==> config.mk <==
export PLATFORM = sky130hd
export DESIGN_NAME = h264_fu_a_packetizer_core
export DESIGN_NICKNAME = d
export VERILOG_FILES = /design/src/design/h264fu_pkg.sv /design/src/design/h264_fu_a_packetizer_core.sv /design/src/design/h264fu_front.sv /design/src/design/h264fu_queue.sv /design/src/design/h264fu_back.sv
export SDC_FILE = /design/constraint.sdc
export NUM_CORES = 1
export LEC_CHECK = 0
export ABC_CLOCK_PERIOD_IN_PS = 28900
export BUFFER_PORTS_ARGS = -buffer_cell sky130_fd_sc_hd__buf_2
export CORE_MARGIN = 2
export CORE_UTILIZATION = 60
export DETAILED_ROUTE_END_ITERATION = 10
export HOLD_SLACK_MARGIN = 0.02
export PLACE_DENSITY = 0.83
export SETUP_SLACK_MARGIN = 0.5
export SYNTH_ARGS = -nofsm -noshare
export SYNTH_HDL_FRONTEND = slang
export SYNTH_SLANG_ARGS = --single-unit
export TNS_END_PERCENT = 1
==> constraint.sdc <==
create_clock -name clk -period 28.9 [get_ports clk]
set_input_delay 5.78 -clock clk [delete_from_list [all_inputs] [get_ports clk]]
set_output_delay 5.78 -clock clk [all_outputs]
set_load 0.01 [all_outputs]
==> src/design/h264fu_pkg.sv <==
`timescale 1ns / 1ps

package h264fu_pkg;

  localparam int FRAME_SIZE_BITS = 24;
  localparam int TOTAL_W         = FRAME_SIZE_BITS + 1;
  localparam int LEN_W           = 14;
  localparam int FILL_W          = 13;
  localparam int QUEUE_DEPTH_DEF = 4;

  localparam logic [LEN_W-1:0] MAX_PAYLOAD_RESET = 14'd1400;
  localparam logic [LEN_W-1:0] MAX_PAYLOAD_MIN   = 14'd3;
  localparam logic [LEN_W-1:0] MAX_PAYLOAD_MAX   = 14'd8192;

  localparam logic [7:0] NRI_MASK   = 8'hE0;
  localparam logic [7:0] FU_A_TYPE  = 8'd28;
  localparam logic [7:0] START_BIT  = 8'h80;
  localparam logic [7:0] TYPE_MASK  = 8'h1F;
  localparam logic [7:0] END_BIT    = 8'h40;
  localparam logic [7:0] START_KEEP = 8'h7F;

  localparam logic [FILL_W-1:0] FU_BYTES = 13'd2;

  typedef struct packed {
    logic [7:0]                 data_byte;
    logic                       first_of_frame;
    logic [FRAME_SIZE_BITS-1:0] frame_size;
    logic [7:0]                 channel;
    logic [7:0]                 frame_type;
    logic [31:0]                timestamp;
  } in_item_t;

  typedef struct packed {
    logic [7:0]       out_byte;
    logic             packet_start;
    logic             packet_end;
    logic             frame_end;
    logic [LEN_W-1:0] payload_length;
    logic [7:0]       out_channel;
    logic [7:0]       out_type;
    logic [31:0]      out_timestamp;
  } out_item_t;

  // everything one input transaction produces: optional fu bytes, optional data byte
  typedef struct packed {
    logic             has_hdr;
    logic             has_data;
    logic [7:0]       fu_ind;
    logic [7:0]       fu_hdr;
    logic [7:0]       data;
    logic             data_start;
    logic             data_end;
    logic             frame_end;
    logic [LEN_W-1:0] len;
    logic [7:0]       channel;
    logic [7:0]       frame_type;
    logic [31:0]      timestamp;
  } entry_t;

endpackage

==> src/design/h264_fu_a_packetizer_core.sv <==
`timescale 1ns / 1ps

// h.264 fu-a packetizer: one nal unit byte in per transaction, payload bytes out.
// input channel: in_valid / in_stall with in_item; frame_size is read on the
//   byte that has first_of_frame set. output channel: out_valid / out_stall
//   with out_item, one payload byte per transaction.
// cfg_wr_en / cfg_wr_data write max_payload; write it only while the block is idle.
// a frame that fits in max_payload goes out as one packet. a larger frame has its
//   nal header byte replaced by fu indicator and fu header at the head of every
//   fragment, so an input byte yields 0 to 3 output bytes.
// path: an accepted byte is registered into the entry queue and then loaded into the
//   output register; a stalled output keeps it waiting in the queue.
// throughput: the front takes one byte per cycle while the entry queue has room;
//   the back sends one output byte per cycle while not stalled, so the extra fu
//   bytes are absorbed by the queue (QUEUE_DEPTH entries) before in_stall rises.
// reset: packetizer state cleared, queue and output emptied, max_payload = 1400.
// a stalled output holds its byte; the queue fills and then in_stall goes high.
module h264_fu_a_packetizer_core #(
  parameter int QUEUE_DEPTH = h264fu_pkg::QUEUE_DEPTH_DEF
) (
  input  logic                         clk,
  input  logic                         rst,
  input  logic                         in_valid,
  output logic                         in_stall,
  input  h264fu_pkg::in_item_t         in_item,
  output logic                         out_valid,
  input  logic                         out_stall,
  output h264fu_pkg::out_item_t        out_item,
  input  logic                         cfg_wr_en,
  input  logic [h264fu_pkg::LEN_W-1:0] cfg_wr_data
);
  import h264fu_pkg::*;

  logic   q_push;
  logic   q_full;
  logic   q_not_empty;
  logic   q_pop;
  entry_t q_entry;
  entry_t q_head;

  h264fu_front u_front (
    .clk         (clk),
    .rst         (rst),
    .in_valid    (in_valid),
    .in_stall    (in_stall),
    .in_item     (in_item),
    .cfg_wr_en   (cfg_wr_en),
    .cfg_wr_data (cfg_wr_data),
    .q_full      (q_full),
    .q_push      (q_push),
    .q_entry     (q_entry)
  );

  h264fu_queue #(
    .DEPTH (QUEUE_DEPTH)
  ) u_queue (
    .clk        (clk),
    .rst        (rst),
    .push       (q_push),
    .push_entry (q_entry),
    .full       (q_full),
    .not_empty  (q_not_empty),
    .head       (q_head),
    .pop        (q_pop)
  );

  h264fu_back u_back (
    .clk         (clk),
    .rst         (rst),
    .q_not_empty (q_not_empty),
    .q_head      (q_head),
    .q_pop       (q_pop),
    .out_valid   (out_valid),
    .out_stall   (out_stall),
    .out_item    (out_item)
  );

endmodule

==> src/design/h264fu_front.sv <==
`timescale 1ns / 1ps

module h264fu_front (
  input  logic                           clk,
  input  logic                           rst,
  input  logic                           in_valid,
  output logic                           in_stall,
  input  h264fu_pkg::in_item_t           in_item,
  input  logic                           cfg_wr_en,
  input  logic [h264fu_pkg::LEN_W-1:0]   cfg_wr_data,
  input  logic                           q_full,
  output logic                           q_push,
  output h264fu_pkg::entry_t             q_entry
);
  import h264fu_pkg::*;

  logic [LEN_W-1:0]           max_payload;
  logic                       frag_mode;
  logic [FRAME_SIZE_BITS-1:0] bytes_left;
  logic [FILL_W-1:0]          packet_fill;
  logic [7:0]                 fu_indicator;
  logic [7:0]                 fu_header;

  logic [LEN_W-1:0]           limit;
  logic [TOTAL_W-1:0]         limit_tot;
  logic [FRAME_SIZE_BITS-1:0] fsize;
  logic                       accept;
  logic                       produce;
  logic                       frag_start;
  logic                       frag_eff;
  logic                       need_hdr;
  logic [FILL_W-1:0]          pf_eff;
  logic [FRAME_SIZE_BITS-1:0] bl_eff;
  logic [TOTAL_W-1:0]         total;
  logic                       last;
  logic [LEN_W-1:0]           len;
  logic                       pkt_end;
  logic [7:0]                 ind_val;
  logic [7:0]                 hdr_base;

  always_comb begin
    if (max_payload < MAX_PAYLOAD_MIN) begin
      limit = MAX_PAYLOAD_MIN;
    end else if (max_payload > MAX_PAYLOAD_MAX) begin
      limit = MAX_PAYLOAD_MAX;
    end else begin
      limit = max_payload;
    end
  end

  assign limit_tot = TOTAL_W'(limit);
  assign fsize     = (in_item.frame_size == '0) ? FRAME_SIZE_BITS'(1) : in_item.frame_size;
  assign in_stall  = q_full;
  assign accept    = in_valid && !q_full;

  // bytes past the frame end give nothing
  assign produce    = in_item.first_of_frame || (bytes_left != '0);
  assign frag_start = in_item.first_of_frame && (TOTAL_W'(fsize) > limit_tot);

  always_comb begin
    if (frag_start) begin
      frag_eff = 1'b1;
      need_hdr = 1'b1;
      pf_eff   = FU_BYTES;
      bl_eff   = fsize - FRAME_SIZE_BITS'(1);
    end else if (in_item.first_of_frame) begin
      frag_eff = 1'b0;
      need_hdr = 1'b0;
      pf_eff   = '0;
      bl_eff   = fsize;
    end else begin
      frag_eff = frag_mode;
      need_hdr = frag_mode && (packet_fill == '0);
      pf_eff   = need_hdr ? FU_BYTES : packet_fill;
      bl_eff   = bytes_left;
    end
  end

  assign total    = TOTAL_W'(pf_eff) + TOTAL_W'(bl_eff);
  assign last     = total <= limit_tot;
  assign len      = last ? total[LEN_W-1:0] : limit;
  assign pkt_end  = ({1'b0, pf_eff} + LEN_W'(1)) >= len;
  assign ind_val  = frag_start ? ((in_item.data_byte & NRI_MASK) | FU_A_TYPE) : fu_indicator;
  assign hdr_base = frag_start ? (START_BIT | (in_item.data_byte & TYPE_MASK)) : fu_header;

  always_comb begin
    q_entry.has_hdr    = need_hdr;
    q_entry.has_data   = !frag_start;
    q_entry.fu_ind     = ind_val;
    q_entry.fu_hdr     = hdr_base | (last ? END_BIT : 8'h00);
    q_entry.data       = in_item.data_byte;
    q_entry.data_start = (pf_eff == '0);
    q_entry.data_end   = pkt_end;
    q_entry.frame_end  = last;
    q_entry.len        = len;
    q_entry.channel    = in_item.channel;
    q_entry.frame_type = in_item.frame_type;
    q_entry.timestamp  = in_item.timestamp;
  end

  assign q_push = accept && produce;

  always_ff @(posedge clk) begin
    if (rst) begin
      max_payload  <= MAX_PAYLOAD_RESET;
      frag_mode    <= 1'b0;
      bytes_left   <= '0;
      packet_fill  <= '0;
      fu_indicator <= '0;
      fu_header    <= '0;
    end else begin
      if (cfg_wr_en) begin
        max_payload <= cfg_wr_data;
      end
      if (accept && produce) begin
        if (frag_start) begin
          frag_mode    <= 1'b1;
          fu_indicator <= ind_val;
          fu_header    <= hdr_base;
          bytes_left   <= bl_eff;
          packet_fill  <= FU_BYTES;
        end else begin
          if (in_item.first_of_frame) begin
            frag_mode <= 1'b0;
          end
          packet_fill <= pkt_end ? '0 : pf_eff + FILL_W'(1);
          bytes_left  <= (pkt_end && last) ? '0 : bl_eff - FRAME_SIZE_BITS'(1);
          if (pkt_end && frag_eff) begin
            fu_header <= fu_header & START_KEEP;
          end
        end
      end
    end
  end

endmodule

==> src/design/h264fu_queue.sv <==
`timescale 1ns / 1ps

module h264fu_queue #(
  parameter int DEPTH = h264fu_pkg::QUEUE_DEPTH_DEF
) (
  input  logic               clk,
  input  logic               rst,
  input  logic               push,
  input  h264fu_pkg::entry_t push_entry,
  output logic               full,
  output logic               not_empty,
  output h264fu_pkg::entry_t head,
  input  logic               pop
);
  import h264fu_pkg::*;

  localparam int PTR_W = (DEPTH > 1) ? $clog2(DEPTH) : 1;
  localparam int CNT_W = $clog2(DEPTH + 1);

  entry_t           slots [DEPTH];
  logic [PTR_W-1:0] wr_ptr;
  logic [PTR_W-1:0] rd_ptr;
  logic [CNT_W-1:0] count;

  assign full      = (count == CNT_W'(DEPTH));
  assign not_empty = (count != '0);
  assign head      = slots[rd_ptr];

  always_ff @(posedge clk) begin
    if (push) begin
      slots[wr_ptr] <= push_entry;
    end
  end

  always_ff @(posedge clk) begin
    if (rst) begin
      wr_ptr <= '0;
      rd_ptr <= '0;
      count  <= '0;
    end else begin
      if (push) begin
        wr_ptr <= (wr_ptr == PTR_W'(DEPTH - 1)) ? '0 : wr_ptr + PTR_W'(1);
      end
      if (pop) begin
        rd_ptr <= (rd_ptr == PTR_W'(DEPTH - 1)) ? '0 : rd_ptr + PTR_W'(1);
      end
      if (push && !pop) begin
        count <= count + CNT_W'(1);
      end else if (pop && !push) begin
        count <= count - CNT_W'(1);
      end
    end
  end

endmodule

==> src/design/h264fu_back.sv <==
`timescale 1ns / 1ps

module h264fu_back (
  input  logic                  clk,
  input  logic                  rst,
  input  logic                  q_not_empty,
  input  h264fu_pkg::entry_t    q_head,
  output logic                  q_pop,
  output logic                  out_valid,
  input  logic                  out_stall,
  output h264fu_pkg::out_item_t out_item
);
  import h264fu_pkg::*;

  localparam logic [1:0] SLOT_IND  = 2'd0;
  localparam logic [1:0] SLOT_HDR  = 2'd1;
  localparam logic [1:0] SLOT_DATA = 2'd2;

  logic [1:0] slot;
  logic [1:0] last_slot;
  logic       load;
  out_item_t  item_next;

  always_comb begin
    if (q_head.has_hdr) begin
      last_slot = q_head.has_data ? SLOT_DATA : SLOT_HDR;
    end else begin
      last_slot = SLOT_IND;
    end
  end

  // output register is free or being emptied this cycle
  assign load  = q_not_empty && (!out_valid || !out_stall);
  assign q_pop = load && (slot == last_slot);

  always_comb begin
    item_next.frame_end      = q_head.frame_end;
    item_next.payload_length = q_head.len;
    item_next.out_channel    = q_head.channel;
    item_next.out_type       = q_head.frame_type;
    item_next.out_timestamp  = q_head.timestamp;
    if (q_head.has_hdr && slot == SLOT_IND) begin
      item_next.out_byte     = q_head.fu_ind;
      item_next.packet_start = 1'b1;
      item_next.packet_end   = 1'b0;
    end else if (q_head.has_hdr && slot == SLOT_HDR) begin
      item_next.out_byte     = q_head.fu_hdr;
      item_next.packet_start = 1'b0;
      item_next.packet_end   = 1'b0;
    end else begin
      item_next.out_byte     = q_head.data;
      item_next.packet_start = q_head.data_start;
      item_next.packet_end   = q_head.data_end;
    end
  end

  always_ff @(posedge clk) begin
    if (rst) begin
      out_valid <= 1'b0;
      slot      <= SLOT_IND;
    end else begin
      if (load) begin
        out_valid <= 1'b1;
        slot      <= q_pop ? SLOT_IND : slot + 2'd1;
      end else if (!out_stall) begin
        out_valid <= 1'b0;
      end
    end
  end

  always_ff @(posedge clk) begin
    if (load) begin
      out_item <= item_next;
    end
  end

endmodule

======== Word-level counts from Yosys, hierarchy flattened ========
Memory sizes are Yosys's and may differ from the RTL's. A register that Yosys moved wholly into a read port is not among the register bits.
Index checks and enable logic that the tools add are counted.
word-level totals
  bits in latches ......................... 0
  memory bits (read-only) ................. 0
  flip-flop bits (word level) ............. 151
  word-level logic and storage cells ...... 111
  RAM bits ................................ 364
  memories ................................ 1
memory list
  memory         depth  bits a word  read ports  clocked after Yosys merged registers in  write ports  line                text
  u_queue.slots  4      91           1           1                                        1            h264fu_queue.sv:20  entry_t slots [DEPTH];
operators by class
  equal/unequal tests ..................... 6
  add/sub/neg operators ................... 10
  multiply operators ...................... 0
  order comparisons ....................... 5
  divide/modulo/power cells ............... 0
  bitwise operators ....................... 1
  shifts and indexed selects .............. 0
  reduce and logical (&&, ||, !) cells .... 31
  multiplexer cells ....................... 37
operators by type and width
  operator                                                     count
  two-way mux 24 bit                                           5
  two-way mux 13 bit                                           5
  subtractor 24 x 1 -> 24 bit, second input constant           2
  two-way mux 14 bit                                           3
  two-way mux 8 bit                                            4
  logical NOT 13 bit                                           2
  adder 13 x 24 -> 25 bit                                      1
  less-or-equal comparator 25 x 14 -> 1 bit                    1
  > comparator 24 x 14 -> 1 bit                                1
  logical NOT 24 bit                                           1
  nonzero test 24 bit                                          1
  two-way mux 10 bit                                           2
  adder 13 x 1 -> 14 bit, second input constant                1
  greater-or-equal comparator 14 bit                           1
  > comparator 14 bit, second input constant                   1
  less-than comparator 14 x 2 -> 1 bit, second input constant  1
  two-way mux 2 bit                                            7
  adder 13 x 1 -> 13 bit, second input constant                1
  logical AND 1 bit                                            12
  two-way mux 1 bit                                            8
  OR 8 bit                                                     1
  two-way mux 7 bit                                            1
  adder 2 x 1 -> 2 bit, second input constant                  3
  logical NOT 1 bit                                            6
  other kinds (14)                                             19

======== Depth between registers and ports, before layout ========
Gate-level depths: netlist (run 1).
  word-level depth ........................ 13
  mapped depth ............................ 51
  gate-level depth less buffers ........... 46

======== Hierarchy ========
A second synthesis (run 1) with hierarchy kept.
second synthesis, totals
  cell total of the unflattened synthesis .. 1632
  area, all modules ....................... 23572.6 um^2
modules (own cells, without submodules)
  module        cells an instance  area an instance (um^2)  instances
  h264fu_queue  519                13661.9                  1
  h264fu_front  991                7315.8                   1
  h264fu_back   122                2595.0                   1

======== Worst setup path before layout (run 1) ========
Ideal clock, no wire load.
  path kind ............................... input port to flip-flop
  start ................................... input in_item[68] (netlist bit)
  end ..................................... register u_front.packet_fill[6]
  slack ................................... 14.227 ns
  required time ........................... 28.835 ns
  cell stages on the path ................. 47
  arrival ................................. 14.608 ns
  path through ............................ buf_2 or4_4 nor3_1 a31oi_1 ha_1 nor2b_1 o211ai_1 a21o_1 and3_1 buf_6 buf_6 nor2_1 xnor2_1 mux2_2 ha_1 inv_1 fa_1 nor2b_1 [... 11 more ...] or3_1 buf_6 inv_4 clkbuf_1 a21oi_1 ha_1 a21o_1 a21oi_1 nor2b_1 o311ai_0 a21oi_1 a211o_1 a31oi_1 o21ai_1 nor3_1 clkbuf_1 a22oi_1 nor2_1
RTL lines
  element                 line                             text
  start: declaration      h264_fu_a_packetizer_core.sv:25  input h264fu_pkg::in_item_t in_item,
  end signal: assignment  h264fu_front.sv:126              packet_fill <= pkt_end ? '0 : pf_eff + FILL_W'(1);
  end: declaration        h264fu_front.sv:20               logic [FILL_W-1:0] packet_fill;

==> results.py, run 1 <==
metrics = {
    "global_routing": {
        "groute.usage.overall": 0.287,
        "vias_in_the_first_global_route": 14400,
        "antenna_found_initial": 5,
        "global_route_wire_length_before_repair_um": 85500,
        "grt_overflow_total": 0,
        "grt_start_max_net_pins": 69,
    },
    "finish": {
        "layout_cell_share_with_drive_strength_beyond_1": 0.223,
        "n_fill_cell": 2442,
        "areaGrowthSynthToFinish_pct": 13.1,
        "finalNetCount": 1897,
    },
    "detailed_routing": {
        "drt-wirelength-per-cell_um": 24.5,
        "route.detailed.drc": 0,
        "drt_first_pass_iters": 8,
        "drt-vias-per-instance": 6.36,
        "detail_route.iter0.violations": 1258,
        "dr_total_vias": 14500,
        "ant_nets": 0,
        "finalWirelength_um": 56000,
    },
    "floorplanning": {
        "die-area_um2": 39700,
        "die-width_um": 199,
        "floorplan.initialDensity": 0.609,
        "rows": 71,
        "core_um2": 37600,
        "ioPinCount": 175,
        "die_height_um": 199,
    },
    "cts": {
        "cts-root-buf": "sky130_fd_sc_hd__clkbuf_16",
        "tritoncts_clock_tree": "done",
        "cts_inserted_buffers": 50,
        "cts.sink_count": 517,
        "cts_h_tree_depth": 2,
        "holdBufCountCts": 0,
        "ctsLongestPathBuffers": 3,
        "worst_setup_hold_path_clk_slew_ps": 60,
        "cts_setup_buffers": 0,
        "clkLatencyLatePin_ps": 580,
        "ctsResizeCount": 0,
    },
    "timing": {
        "final_sum_of_negative_setup_slack_ps": 0,
        "layout_setup_ws_ps": 12610,
        "hold_viol_final": 0,
        "timing.slew.headroom": 0.151,
        "rsz0062_at_grt": "false",
        "setup_viol_count_final": 0,
        "min_period_ps": 16290,
        "finalCritPeriodShare": 0.564,
        "achievable-frequency_mhz": 61.4,
        "worst_pin_slew_ps": 1260,
        "final.setup_skew_ps": 20.6,
        "slew_violations": 0,
    },
    "logic_synthesis": {
        "syn_area_um2": 22900,
        "ys_types": 85,
        "synth_cells": 1562,
        "synth-seq-cells": 517,
        "synthDominantCellAreaShare": 0.574,
        "cell_with_the_most_instances_after_synthesis": "sky130_fd_sc_hd__edfxtp_1",
        "postSynth.topFlopCell": "sky130_fd_sc_hd__edfxtp_1",
        "ys_warn_count": 0,
        "synth-edff-count": 437,
        "synth_fp_nets": 1731,
        "syn_area_per_cell_um2": 14.6,
        "cell_type_with_the_highest_aggregate_area_in_the_netlist": "sky130_fd_sc_hd__edfxtp_1",
        "async_reset_ff_frac": 0,
        "cell_types_with_the_largest_area_share_after_synthesis": "sky130_fd_sc_hd__edfxtp_1 57%, sky130_fd_sc_hd__mux4_2 9.0%, sky130_fd_sc_hd__dfxtp_1 7.0%",
        "synth_sequential_area_ratio": 0.644,
        "netlist_top_cells_count": "437 x sky130_fd_sc_hd__edfxtp_1, 116 x sky130_fd_sc_hd__nand2_1, 111 x sky130_fd_sc_hd__nor2_1",
    },
    "power_and_ir_drop": {
        "worst_vdd_drop_v": 0.0000529,
        "p_per_area_nw_per_um2": 83.0,
        "p_leak_nw": 9.20,
    },
    "status": {
        "run_status": "completed",
    },
    "critical_path": {
        "critical_path.startpoint_type": "input port",
        "data_arrival_critical_path_ps": 16780,
        "crit_slowest_cell": "sky130_fd_sc_hd__nor3_1",
        "path_class": "input port to register",
        "cp_slowest_stage_delay_ps": 1060,
        "endpoint_kind": "register",
        "top_cell_by_count_worst_path": "sky130_fd_sc_hd__a21oi_1",
        "required_ps": 29390,
        "crit_fanout": 35,
    },
    "job": {
        "drv_cap": 0,
    },
    "min_path": {
        "min-delay-path-class": "register to register",
    },
    "placement": {
        "placement.io_buffers": 174,
        "dpl_worst_slack_ps": 12380,
        "gpl.final_weighted_congestion": 0.945,
        "post_detailed_placement_half_perimeter_wirelength_um": 33700,
    },
}
[final timing paths]
path / startpoint / to / slack, ps / cells past startpoint
worst min register to register: u_front.fu_indicator[1] / u_front.fu_indicator[1] / 470 / 1
worst min-delay path: u_front.fu_indicator[1] / u_front.fu_indicator[1] / 470 / 1
worst max register to register: u_front.max_payload[2] / u_front.packet_fill[10] / 16680 / 43
worst max-delay path: in_item[67] / u_front.packet_fill[10] / 12610 / 43
[layer usage]
metal | wire length [um] | track usage
met5 | 23 | 0
met4 | 1680 | 0.0959
met3 | 4280 | 0.0459
met2 | 28000 | 0.488
met1 | 22100 | 0.380
[power by group]
part / switching, W / internal (W) / total [W]
sequential: 0.0000597 / 0.000969 / 0.00103
combinational: 0.000281 / 0.000184 / 0.000465
clock: 0.000278 / 0.000375 / 0.000653
[through the flow]
step                      hold slack (ps)  instances   util  total power [W]  cell area, um2
after floorplan                       431       1562      -          0.00133           22900
after global placement                440       2187  0.644          0.00147           24200
after detailed placement              449       2187  0.644          0.00149           24200
after CTS                             474       2279  0.688          0.00216           25900
after global routing                  484       2281  0.688          0.00223           25900
final                                 473       2283  0.688          0.00215           25900
[critical path: cells and delay by family]
| kind | cells | cell delay, ps |
|---|---|---|
| xor+xnor | 2 | 250 |
| simple gates | 15 | 4820 |
| fa+ha+maj | 4 | 1070 |
| compound gates | 19 | 4020 |
| buf+inv | 2 | 480 |
| mux | 1 | 310 |
[cell usage in the layout (no fill, tap or decap), types with 6 or more instances in the layout]
cell type / n
sky130_fd_sc_hd__edfxtp_1: 437
sky130_fd_sc_hd__nor3_1: 29
sky130_fd_sc_hd__a31oi_1: 17
sky130_fd_sc_hd__buf_4: 14
sky130_fd_sc_hd__xnor2_1: 28
sky130_fd_sc_hd__nor2_1: 109
sky130_fd_sc_hd__o21a_1: 8
sky130_fd_sc_hd__o31ai_1: 14
sky130_fd_sc_hd__nand2b_1: 15
sky130_fd_sc_hd__nand2_1: 116
sky130_fd_sc_hd__ha_1: 67
sky130_fd_sc_hd__a22oi_1: 14
sky130_fd_sc_hd__or4_1: 13
sky130_fd_sc_hd__a211oi_1: 11
sky130_fd_sc_hd__or3_1: 13
sky130_fd_sc_hd__o211ai_1: 6
sky130_fd_sc_hd__a22o_1: 12
sky130_fd_sc_hd__mux4_2: 91
sky130_fd_sc_hd__and2_1: 12
sky130_fd_sc_hd__nand4_1: 15
sky130_fd_sc_hd__xor2_1: 18
sky130_fd_sc_hd__mux2i_1: 24
sky130_fd_sc_hd__nor2b_1: 31
sky130_fd_sc_hd__clkinv_1: 7
sky130_fd_sc_hd__and3_1: 8
sky130_fd_sc_hd__nor4_1: 17
sky130_fd_sc_hd__nand3_1: 24
sky130_fd_sc_hd__clkbuf_16: 51
sky130_fd_sc_hd__a211o_1: 7
sky130_fd_sc_hd__nor3b_1: 7
sky130_fd_sc_hd__dfxtp_1: 78
sky130_fd_sc_hd__a21oi_1: 66
sky130_fd_sc_hd__inv_1: 40
sky130_fd_sc_hd__clkbuf_1: 13
sky130_fd_sc_hd__o21ai_0: 27
sky130_fd_sc_hd__buf_2: 174
sky130_fd_sc_hd__a21o_1: 19
[sequential cells by signal (all words and copies together) (netlist names), named ones only]
signal and flops:
u_queue.rd_ptr 2, u_queue.count 3, u_front.fu_indicator 8, u_front.frag_mode 1, u_back.out_item 73, u_front.fu_header 8
u_front.bytes_left 24, u_queue.wr_ptr 2, u_back.out_valid 1, u_front.max_payload 14, u_queue.slots 364, u_front.packet_fill 13
u_back.slot 2
[logic make-up after synthesis]
logic type,count (synthesis),synth area share
DFF,517,0.644
and+or+nand+nor,438,0.0975
AOI/OAI and AO/OA,257,0.0799
muxes,119,0.102
buffers and inverters,116,0.0210
adders and majority gates,69,0.0384
xor gates and xnor gates,46,0.0176
[cell type report]
cell class              count  area, um2  area share
multi-input cells         929       7710       0.298
repair buffers            188        976      0.0377
well taps                 511        639      0.0247
clock inverters            23        253     0.00977
flip-flops and latches    517      14700       0.569
diodes                      4       10.0    0.000387
inverters                  42        160     0.00619
clock buffers              69       1390      0.0539
Power figures use the tool's default switching activity.
==> run 2, diff against run 1 <==
ABC_CLOCK_PERIOD_IN_PS = 14400   (was 28900)
CORE_UTILIZATION = 54   (was 60)
PLACE_DENSITY = 0.79   (was 0.83)
clock period = 14.4 ns   (was 28.9 ns; I/O delays follow)
==> run 2 against run 1 <==
Compared with the run above:
- clock skew decreased by 5.7 ps
- wire length decreased by 8.2%
- clock-buffer cell count decreased by 1
- critical path depth decreased by 2
- global-route usage decreased by 5.4 points
- setup slack got worse by 11000 ps
- utilization decreased by 6.7 points
- via count decreased by 3.6%
- sequential power increased by 99%
- total power increased by 100%
- combinational power increased by 96%
- final cell count increased by 1.4%
- critical endpoint is now u_front.bytes_left[12]
- largest power group unchanged
- highest routed layer unchanged
==> results.py, run 2 (synthesis results as in run 1) <==
metrics = {
    "status": {
        "run_status": "completed",
    },
    "critical_path": {
        "path_class": "input port to register",
        "timing.reg2reg.setup_slack_ps": 2700,
        "critical_path.reg2reg.startpoint": "u_front.max_payload[2]",
        "required_ps": 14900,
        "endpoint_kind": "register",
        "data_arrival_critical_path_ps": 13500,
        "worstReg2RegEnd": "u_front.bytes_left[12]",
        "r2r_cells": 41,
        "crit_slowest_cell": "sky130_fd_sc_hd__a31oi_1",
        "cp_slowest_stage_delay_ps": 600,
        "crit_fanout": 35,
        "top_cell_by_count_worst_path": "sky130_fd_sc_hd__a21oi_1",
        "critical_path.startpoint_type": "input port",
    },
    "floorplanning": {
        "ioPinCount": 175,
        "rows": 75,
        "die-area_um2": 44000,
        "die-width_um": 210,
        "core_um2": 41900,
        "die_height_um": 210,
        "floorplan.initialDensity": 0.547,
    },
    "cts": {
        "ctsLongestPathBuffers": 3,
        "clkLatencyLatePin_ps": 560,
        "cts-root-buf": "sky130_fd_sc_hd__clkbuf_16",
        "cts_inserted_buffers": 51,
        "cts.sink_count": 517,
        "ctsResizeCount": 0,
        "cts_setup_buffers": 0,
        "tritoncts_clock_tree": "done",
        "holdBufCountCts": 0,
        "cts_h_tree_depth": 2,
        "worst_setup_hold_path_clk_slew_ps": 60,
    },
    "placement": {
        "placement.io_buffers": 174,
        "gpl.final_weighted_congestion": 0.968,
        "post_detailed_placement_half_perimeter_wirelength_um": 33500,
        "numPlacedInstances": 2220,
    },
    "power_and_ir_drop": {
        "switching_fraction_of_total_power": 0.279,
        "share_seq_of_total_power": 0.478,
        "p_per_area_nw_per_um2": 165,
        "power.internal_w": 0.00310,
        "p_leak_nw": 9.25,
        "netSwitchingPower_w": 0.00120,
        "clkPwrFrac": 0.309,
        "worst_vdd_drop_v": 0.000103,
        "combinationalPowerShare": 0.213,
    },
    "finish": {
        "areaGrowthSynthToFinish_pct": 13.6,
        "largest_register": "u_queue.slots",
        "largestRegisters": "u_queue.slots: 364 flops, u_back.out_item: 73 flops, u_front.bytes_left: 24 flops",
        "layout_cell_share_with_drive_strength_beyond_1": 0.230,
        "finalNonFillerCells": 2315,
        "largest_register_ffs": 364,
        "multiInputGateArea_um2": 7700,
        "n_fill_cell": 3012,
        "mostFrequentLayoutCell": "sky130_fd_sc_hd__edfxtp_1",
        "mostFrequentLayoutCells": "437 x sky130_fd_sc_hd__edfxtp_1, 174 x sky130_fd_sc_hd__buf_2, 116 x sky130_fd_sc_hd__nand2_1, 110 x sky130_fd_sc_hd__nor2_1, 91 x sky130_fd_sc_hd__mux4_2",
        "storage_cell_area_um2": 14700,
        "final_antenna_diode_count": 0,
        "finalNetCount": 1903,
    },
    "detailed_routing": {
        "ant_nets": 0,
        "finalWirelength_um": 51500,
        "dr_total_vias": 14000,
        "route.detailed.drc": 0,
        "detail_route.iter0.violations": 1293,
        "drt-vias-per-instance": 6.05,
        "drt-wirelength-per-cell_um": 22.2,
        "drt_first_pass_iters": 6,
    },
    "timing": {
        "rsz0062_at_grt": "false",
        "setup_viol_count_final": 0,
        "slew_violations": 0,
        "finalCritPeriodShare": 0.902,
        "final_sum_of_negative_setup_slack_ps": 0,
        "timing.slew.headroom": 0.313,
        "final.setup_skew_ps": 14.8,
        "min_period_ps": 12990,
        "achievable-frequency_mhz": 77.0,
        "worst_pin_slew_ps": 1030,
        "hold_viol_final": 0,
    },
    "global_routing": {
        "vias_in_the_first_global_route": 13800,
        "grt_start_max_net_pins": 62,
        "antenna_found_initial": 2,
        "grt_overflow_total": 0,
        "global_route_wire_length_before_repair_um": 79300,
        "groute.usage.overall": 0.233,
    },
    "min_path": {
        "whs_endpoint": "u_front.fu_indicator[5]",
        "min-delay-path-class": "register to register",
        "worst_hold_path.num_cells": 2,
        "hold_start": "u_front.fu_indicator[5]",
    },
    "job": {
        "drv_cap": 0,
    },
}
==> run 2: cell count changes in the layout (fill, tap and decap cells not counted), sizes merged <==
cell / delta
clkinv: -2
buf: +5
diode: -4
clkbuf: -1
clkinvlp: +6
==> run 2: worst max-delay path by stage <==
stage	endpoint	start	slack, ps	depth (start not counted)
CTS	u_front.bytes_left[12]	in_item[67]	1560	41
finish	u_front.bytes_left[12]	in_item[67]	1410	41
detailed placement	u_front.bytes_left[12]	in_item[67]	1080	41
global route	u_front.bytes_left[16]	in_item[67]	810	42
floorplan	u_front.packet_fill[6]	in_item[68]	2630	47
global placement	u_front.bytes_left[12]	in_item[67]	1410	41
==> run 2: through the flow <==
step / power (W) / hold slack (ps) / instance area, um2 / utilization / setup slack, ps
floorplan: 0.00267 / 431 / 22900 / - / 2630
finish: 0.00430 / 460 / 26000 / 0.621 / 1410
global route: 0.00447 / 476 / 26000 / 0.621 / 809
global placement: 0.00297 / 440 / 24300 / 0.580 / 1410
CTS: 0.00434 / 459 / 26000 / 0.621 / 1560
detailed placement: 0.00301 / 447 / 24300 / 0.580 / 1080
==> run 2: critical path, delay by kind of cell <==
kind	cells	cell delay [ps]
adders and majority gates	4	1280
AOI/OAI and AO/OA	19	4830
xor gates and xnor gates	1	110
buffers and inverters	2	480
and+or+nand+nor	15	3860
==> run 2: power by group through the flow <==
stage | registers (W) | logic (W) | clock network, W
floorplan | 0.00211 | 0.000564 | 0
global placement | 0.00207 | 0.000899 | 0
detailed placement | 0.00209 | 0.000919 | 0
CTS | 0.00206 | 0.000926 | 0.00135
global route | 0.00208 | 0.000989 | 0.00140
finish | 0.00205 | 0.000913 | 0.00133
==> run 2: final cells by class <==
class	instances	area share
multi-input combinational	929	0.296
clock inverter	27	0.0105
timing repair buffer	193	0.0390
sequential	517	0.567
inverter	42	0.00616
tap	539	0.0259
clock buffer	68	0.0555
==> run 2: layer usage <==
metal  track usage  wire [um]  vias up
met1         0.326      22400     6992
met5             0         27        -
met3        0.0343       3030       78
li1              -          -     6447
met4        0.0607       1040        4
met2         0.387      24900      486
==> run 3, diff against run 2 <==
CORE_ASPECT_RATIO = 0.8   (was default)
SLEW_MARGIN = 20   (was default)
==> run 3 against run 2 <==
Compared with the run above:
- final cell count increased by 0.26%
- sequential power about the same
- die area about the same
- cell area decreased by 0.20%
- maximum frequency decreased by 0.85%
- clock skew increased by 4.7 ps
- utilization decreased by 0.094 points
- hold slack got worse by 3.9 ps
- sequential cell count unchanged
- combinational power increased by 2.7%
- critical endpoint is now u_front.packet_fill[5]
==> results.py, run 3 (synthesis results as in run 1) <==
metrics = {
    "status": {
        "run_status": "completed",
    },
    "timing": {
        "hold_viol_final": 0,
        "finalCritPeriodShare": 0.910,
        "worst_pin_slew_ps": 1020,
        "achievable-frequency_mhz": 76.3,
        "timing.slew.headroom": 0.320,
        "min_period_ps": 13110,
        "rsz0062_at_grt": "false",
        "final_sum_of_negative_setup_slack_ps": 0,
        "setup_viol_count_final": 0,
        "slew_violations": 0,
        "final.setup_skew_ps": 19.5,
    },
    "floorplanning": {
        "core_um2": 41800,
        "die-area_um2": 44000,
        "die_height_um": 188,
        "floorplan.initialDensity": 0.547,
        "ioPinCount": 175,
        "rows": 67,
        "die-width_um": 234,
    },
    "cts": {
        "cts_h_tree_depth": 2,
        "tritoncts_clock_tree": "done",
        "worst_setup_hold_path_clk_slew_ps": 60,
        "cts.sink_count": 517,
        "holdBufCountCts": 0,
        "cts_inserted_buffers": 48,
        "ctsLongestPathBuffers": 3,
        "cts_setup_buffers": 0,
        "cts-root-buf": "sky130_fd_sc_hd__clkbuf_16",
        "clkLatencyLatePin_ps": 590,
        "ctsResizeCount": 0,
    },
    "global_routing": {
        "global_route_wire_length_before_repair_um": 82500,
        "antenna_found_initial": 1,
        "vias_in_the_first_global_route": 14300,
        "grt_start_max_net_pins": 69,
        "groute.usage.overall": 0.245,
        "grt_overflow_total": 0,
    },
    "placement": {
        "post_detailed_placement_half_perimeter_wirelength_um": 34100,
        "place_area_um2": 24300,
        "gpl.final_weighted_congestion": 0.955,
        "placement.io_buffers": 174,
    },
    "critical_path": {
        "data_arrival_critical_path_ps": 13620,
        "timing.reg2reg.setup_slack_ps": 2390,
        "worst_setup_path_startpoint": "in_item[67]",
        "required_ps": 14910,
        "crit_family": "simple AND/OR/NAND/NOR gates",
        "endpoint_kind": "register",
        "top_cell_by_count_worst_path": "sky130_fd_sc_hd__a21oi_1",
        "critical_path.reg2reg.startpoint": "u_front.max_payload[2]",
        "crit_slowest_cell": "sky130_fd_sc_hd__nor3_1",
        "path_class": "input port to register",
        "crit_fanout": 35,
        "critical_path.startpoint_type": "input port",
        "critPathBufInv": 3,
        "cp_slowest_stage_delay_ps": 590,
    },
    "finish": {
        "layout_cell_share_with_drive_strength_beyond_1": 0.224,
        "largest_register": "u_queue.slots",
        "largest_register_ffs": 364,
        "largestRegisters": "u_queue.slots: 364 flops, u_back.out_item: 73 flops, u_front.bytes_left: 24 flops",
        "n_fill_cell": 3009,
        "mostFrequentLayoutCell": "sky130_fd_sc_hd__edfxtp_1",
        "multiInputGateArea_um2": 7700,
        "areaGrowthSynthToFinish_pct": 13.4,
        "finalNetCount": 1899,
        "storage_cell_area_um2": 14700,
        "design_area_um2": 25900,
        "mostFrequentLayoutCells": "437 x sky130_fd_sc_hd__edfxtp_1, 174 x sky130_fd_sc_hd__buf_2, 116 x sky130_fd_sc_hd__nand2_1, 110 x sky130_fd_sc_hd__nor2_1, 91 x sky130_fd_sc_hd__mux4_2",
    },
    "power_and_ir_drop": {
        "p_per_area_nw_per_um2": 166,
        "p_leak_nw": 9.21,
        "worst_vdd_drop_v": 0.000134,
    },
    "detailed_routing": {
        "drt-vias-per-instance": 6.18,
        "dr_total_vias": 14400,
        "finalWirelength_um": 53300,
        "route.detailed.drc": 0,
        "ant_nets": 0,
        "drt_first_pass_iters": 7,
        "drt-wirelength-per-cell_um": 23.0,
        "detail_route.iter0.violations": 1468,
    },
    "min_path": {
        "hold_start": "u_front.fu_indicator[7]",
        "min-delay-path-class": "register to register",
    },
    "job": {
        "drv_cap": 0,
    },
}
-- run 3: cell type report --
| cell class | instances | area share |
|---|---|---|
| sequential | 517 | 0.568 |
| multi-input combinational | 929 | 0.297 |
| timing repair buffer | 192 | 0.0388 |
| clock inverter | 31 | 0.0161 |
| antenna | 1 | 0.0000964 |
| clock buffer | 57 | 0.0476 |
| inverter | 42 | 0.00617 |
| tap | 552 | 0.0266 |
-- run 3: tightest hold or removal path, stage by stage, from the launching register on --
cell and delay (ps):
sky130_fd_sc_hd__dfxtp_1 310, sky130_fd_sc_hd__nand2_1 50, sky130_fd_sc_hd__a21oi_1 50
-- run 3: per-layer routing --
metal  global-route usage  wire, um  up-vias
met4               0.0635      1010        0
met5                    0         0        -
met3               0.0412      3960       89
met1                0.350     23000     7209
li1                     -         -     6442
met2                0.392     25400      610
-- run 3: final timing paths --
check / to / cells past startpoint
max reg2reg: u_front.packet_fill[5] / 43
max: u_front.packet_fill[5] / 43
min reg2reg: u_front.fu_indicator[7] / 2
min: u_front.fu_indicator[7] / 2
-- run 3: power by group --
group	leakage [nW]	internal, W	total [W]	switching [W]
Clock	0.794	0.000765	0.00132	0.000557
Sequential	4.72	0.00194	0.00205	0.000105
Combinational	3.69	0.000371	0.000938	0.000567
Total	9.21	0.00308	0.00431	0.00123
-- run 3: stage by stage --
stage | hold WS [ps] | worst slack (ps) | instances | util | power (W)
2_1_floorplan | 431 | 2630 | 1562 | - | 0.00267
3_3_place_gp | 440 | 1330 | 2232 | 0.581 | 0.00297
3_5_place_dp | 448 | 996 | 2232 | 0.581 | 0.00301
4_1_cts | 456 | 1600 | 2320 | 0.620 | 0.00434
5_1_grt | 483 | 547 | 2320 | 0.620 | 0.00449
6_report | 456 | 1290 | 2321 | 0.620 | 0.00431
